--- src/hdl/counted_bitmap_store_core_macros.svh ---
// Assertion macros shared by the counted bitmap store RTL.
`ifndef COUNTED_BITMAP_STORE_CORE_MACROS_SVH
`define COUNTED_BITMAP_STORE_CORE_MACROS_SVH

// Same-cycle implication, disabled while reset is high.
`define CBS_ASSERT_NOW(label, clk, rst, ante, cons) \
   label: assert property (@(posedge clk) disable iff (rst) (ante) |-> (cons)) \
      else $error("counted bitmap store: same-cycle check failed");

// Next-cycle implication, disabled while reset is high.
`define CBS_ASSERT_NEXT(label, clk, rst, ante, cons) \
   label: assert property (@(posedge clk) disable iff (rst) (ante) |=> (cons)) \
      else $error("counted bitmap store: next-cycle check failed");

`endif

--- src/hdl/cbs_byte_ram.sv ---
// Single-port-write, single-port-read byte memory with registered read data.
`timescale 1ns / 1ps

module cbs_byte_ram #(
   parameter int DEPTH  = 512,
   parameter int ADDR_W = 9
) (
   input  logic              clock,
   input  logic              wr_en,
   input  logic [ADDR_W-1:0] wr_addr,
   input  logic [7:0]        wr_data,
   input  logic              rd_en,
   input  logic [ADDR_W-1:0] rd_addr,
   output logic [7:0]        rd_data
);

   logic [7:0] mem [DEPTH];
   logic [7:0] rd_data_ff;

   always_ff @(posedge clock) begin
      if (wr_en) begin
         mem[wr_addr] <= wr_data;
      end
      if (rd_en) begin
         rd_data_ff <= mem[rd_addr];
      end
   end

   assign rd_data = rd_data_ff;

endmodule

--- config.mk ---
export PLATFORM = sky130hd
export DESIGN_NAME = cbs_byte_ram
export DESIGN_NICKNAME = d
export VERILOG_FILES = /design/src/hdl/counted_bitmap_store_core_macros.svh /design/src/hdl/cbs_byte_ram.sv
export SDC_FILE = /design/constraint.sdc
export NUM_CORES = 2
export LEC_CHECK = 0
export BUFFER_PORTS_ARGS = -buffer_cell sky130_fd_sc_hd__buf_4
export CAP_MARGIN = 20
export CORE_MARGIN = 1
export CORE_UTILIZATION = 57
export CTS_BUF_LIST = sky130_fd_sc_hd__clkbuf_16
export CTS_CLUSTER_SIZE = 28
export DETAILED_ROUTE_END_ITERATION = 8
export PLACE_DENSITY = 0.79
export SYNTH_ARGS = -nofsm -noshare
export SYNTH_HDL_FRONTEND = slang
export SYNTH_SLANG_ARGS = --single-unit
--- constraint.sdc ---
create_clock -name clock -period 2.7 [get_ports clock]
set_clock_uncertainty 0.15 [all_clocks]
set_input_delay 0.54 -clock clock [delete_from_list [all_inputs] [get_ports clock]]
set_output_delay 0.54 -clock clock [all_outputs]
set_load 0.03 [all_outputs]
* After elaboration in Yosys (flattened, before gate mapping)
Memory sizes are Yosys's and may differ from the RTL's. A register that Yosys moved wholly into a read port is not among the register bits. Cells that the tools add are included.
Cells by class: multiplexer cells 2
Operators with widths (number):
- $mux W1 | 2
Storage, ports and cells: flip-flop bits (word level) 0, RAM bits 4096, input port bits 29, output and inout bits 8, word-level logic and storage cells 3, memories 1
Memory list:
- mem | words 512, bits a word 8, rd ports 1, clocked after Yosys merged registers in 1, write ports 1, line cbs_byte_ram.sv:17 | logic [7:0] mem [DEPTH];

* Longest topological paths before layout
word-level depth 2, mapped depth 12, mapped depth without buffers 7

* Worst setup path before layout
No wires, ideal clock.
kind input port to flip-flop, start point in rd_addr[0], end point reg rd_data_ff[0] (netlist: rd_data[0]), read port of mem, data pin, arrival 2.394 ns, slack -0.101 ns, cell stages on the path 10, path buffers 4, cells stage by stage buf_4 -> buf_12 -> buf_12 -> buf_2 -> mux4_2 -> o21ai_0 -> nand3_1 -> nand4_1 -> o21ai_0 -> o2111a_1
RTL lines:
- from (decl) | line cbs_byte_ram.sv:13 | input logic [ADDR_W-1:0] rd_addr,
- to (decl) | line cbs_byte_ram.sv:18 | logic [7:0] rd_data_ff;

==> reports/metrics.yaml <==
die:
  die_w_um: 532
  die-area_mm2: 0.283
  ios: 37
  std_cell_rows: 194
  die_height_um: 532
  start_util_pct: 57.3
  core_area_mm2: 0.279
synthesis:
  syn_area_per_cell_um2: 19.9
  yosys_warnings: 0
  synth_edf_count: 4104
  synth_nets: 8059
  synth-seq-cells: 4104
  ys_types: 50
  syn_area_mm2: 0.160
  ys_async_sr_fraction_pct: 0
  synthFlopType: "edfxtp_1"
  ys_seq_area_share_pct: 77.0
  syn_inst: 8030
clocking:
  clock_latency_ns: 0.96
  numCtsBuffers: 392
  h-tree-depth: 5
  cts_tree: "done"
  path_clk_slew_ns: 0.06
  clock_sinks: 4104
  clockRootBuffer: "clkbuf_16"
  clk_path_buf_depth: 4
sta:
  relSlewSlack_pct: 34.5
  finalHoldViolCount: 0
  report.final.slew_viol_count: 0
  min_period_ns: 2.83
  whs_ns: 0.0525
  fmax_mhz: 353
  finalSetupViolCount: 8
  timing.setup.tns_ns: -0.744
  rsz0062_at_grt: "true"
  layout_setup_ws_ns: -0.129
  period_share_pct: 105
  tightest_slew_ns: 0.979
hold_path:
  hold_class: "input port to flop"
job:
  maxCapViolCount: 0
layout:
  syn_to_final_growth_pct: 18.9
  fillers: 15800
  fin_nets: 9455
  layout-drive-gt1-share_pct: 29.9
  final_cell_area_mm2: 0.190
worst_setup_path:
  crit_arrival_ns: 3.36
  worstPathMaxFanout: 12
  crit_path_start_kind: "input port"
  worstSetupPathType: "input port to flop"
  crit_top_cell: "buf_4"
  critPathRequiredTime_ns: 3.23
  slowest_delay_ns: 0.52
  worstSetupEndpointType: "flop"
  path_cells: "buf_16 > buf_16 > buf_6 > buf_4 > buf_4 > mux4_2 > nor3_1 > nor4_4 > o311ai_2 > buf_4 > nor4_4 > buf_4 > o2111a_1"
  slowest_stage: "mux4_2"
placed_design:
  io_buffers: 36
  dp_slack_ns: -1.54
  placed_cell_area_mm2: 0.176
  finalWeightedCongestion: 0.947
  place.detailed.hpwl_mm: 276
pwr:
  combPwrFrac_pct: 6.0
  p_sw_w: 0.0291
  pwr-share-seq_pct: 52.6
  peakVddDrop_mv: 0.604
  internal_power_w: 0.104
  swShare_pct: 21.8
  clkPwrFrac_pct: 41.4
  powerDensity_mw_per_mm2: 702
  leakagePower_nw: 63.7
detailed_routing:
  final_antenna_net_count: 0
  routed-via-count: 94000
  routed_wl_mm: 472
  drt_pass1_iterations: 8
  wl_per_cell_um: 35.0
  drtIter0Drc: 16700
  route.detailed.drc: 0
  routed_via_density: 6.97
global_route:
  antenna_found_initial: 24
  grt_max_degree: 136
  grt_pass1_wl_mm: 659
  first_global_vias: 93500
  grtUsageTotal_pct: 32.4
  grt-ovfl-total: 0
outcome:
  failed_checks: "negative setup slack"
  status: "finished, violations left"
-- per-stage QoR --
step	cells	power [W]	util, %
global placement	12700	0.0786	62.9
CTS	13500	0.133	67.8
detailed placement	12700	0.0789	62.9
floorplan	8030	0.0749	-
global route	13500	0.136	68.1
finish	13500	0.134	68.2
-- logic make-up after synthesis --
family / count (synthesis) / share of synthesized area (%)
simple gates: 980 / 2.63
mux: 1451 / 14.2
compound gates: 979 / 4.31
flops: 4104 / 77.0
buf+inv: 516 / 1.85
-- placed cells by master, fill, tap and decap left out, types with 11 or more instances in the layout --
cell / count
o21ai_0: 96
mux2i_2: 11
buf_12: 193
edfxtp_1: 4104
o221ai_1: 316
buf_6: 25
inv_6: 11
o21ai_1: 16
clkinv_2: 62
clkbuf_16: 400
bufinv_16: 47
o221ai_2: 50
nor2_1: 589
buf_8: 13
o31ai_1: 11
a21oi_2: 13
nor3_1: 94
and2_1: 20
inv_1: 70
buf_16: 13
a21oi_1: 180
nand4_1: 32
nand3_1: 26
nor4_2: 13
o22ai_1: 156
buf_4: 1255
a211oi_1: 17
mux2i_1: 783
diode_2: 24
nor4_4: 11
a22oi_1: 58
clkinv_1: 86
nor3_2: 15
nand2_1: 93
mux4_2: 654
nor4_1: 12
clkinvlp_4: 19
nand2_4: 12
-- cells in the mapped netlist (36+ instances only) --
| cell | number | area share (%) |
|---|---|---|
| a22oi_1 | 61 | 0.29 |
| o22ai_1 | 163 | 0.64 |
| nor2_1 | 597 | 1.4 |
| nand3_1 | 36 | 0.11 |
| buf_1 | 41 | 0.096 |
| nor4_1 | 36 | 0.14 |
| clkbuf_1 | 265 | 0.62 |
| edfxtp_1 | 4104 | 77 |
| a21oi_1 | 194 | 0.61 |
| buf_6 | 64 | 0.45 |
| buf_2 | 57 | 0.18 |
| nor3_1 | 109 | 0.34 |
| o21ai_0 | 118 | 0.37 |
| buf_4 | 70 | 0.33 |
| mux2i_1 | 797 | 5.0 |
| o221ai_1 | 371 | 2.0 |
| mux4_2 | 654 | 9.2 |
| nand2_1 | 111 | 0.26 |
-- worst max-delay path: cells and delay by family --
| family | cells | cell delay, ns |
|---|---|---|
| muxes | 1 | 0.52 |
| AOI/OAI and AO/OA | 2 | 0.28 |
| buffers and inverters | 7 | 1.16 |
| and+or+nand+nor | 3 | 0.67 |
-- power groups by stage --
| stage | logic [W] | registers [W] | clock network [W] |
|---|---|---|---|
| after floorplan | 0.00335 | 0.0716 | 0 |
| after global placement | 0.00707 | 0.0716 | 0 |
| after detailed placement | 0.00728 | 0.0716 | 0 |
| after CTS | 0.00760 | 0.0702 | 0.0551 |
| after global routing | 0.00811 | 0.0702 | 0.0575 |
| final | 0.00803 | 0.0702 | 0.0553 |
-- what timing repair did --
action                                  CTS  global route
hold buffers                              8             0
endpoints found under the setup margin    8             8
setup buffers                             9             9
cloned                                    7             1
endpoints found under the hold margin   103             0
gates resized for setup                 116           154
pin swaps                                14            36
-- layout make-up --
class / instances / area, um2 / area share, %
Clock buffer: 399 / 9980 / 5.25
Timing Repair Buffer: 1515 / 14400 / 7.58
Tap cell: 3724 / 4660 / 2.45
Sequential cell: 4104 / 123000 / 64.8
Inverter: 3 / 18.8 / 0.00986
Multi-Input combinational cell: 3410 / 35100 / 18.5
Antenna cell: 24 / 60.1 / 0.0316
Clock inverter: 305 / 2760 / 1.45
-- worst paths after layout --
| path | from | endpoint | slack (ns) | depth (start not counted) |
|---|---|---|---|---|
| setup / recovery | rd_addr[0] | rd_data[7]$_DFFE_PP_ | -0.13 | 13 |
| hold / removal | wr_data[5] | mem[80][5]$_DFFE_PP_ | 0.05 | 1 |
| setup reg to reg | mem[426][4]$_DFFE_PP_ | rd_data[4]$_DFFE_PP_ | -0.10 | 8 |
| hold reg to reg | mem[486][6]$_DFFE_PP_ | rd_data[6]$_DFFE_PP_ | 1.27 | 7 |
-- sequential cells by signal (all words and copies together) (netlist names) --
signal   count
mem       4096
rd_data      8
-- routing by layer --
metal  up-vias  part of all wire, %  wire, um  track usage, %
met3      1877                   14     67400            9.28
li1      36200                    -         -               -
met4        14                  7.0     33000            18.8
met5         -                0.020        93          0.0169
met1     47000                   32    150000            41.0
met2      8896                   47    221000            50.3
(Power assumes the default switching activity.)
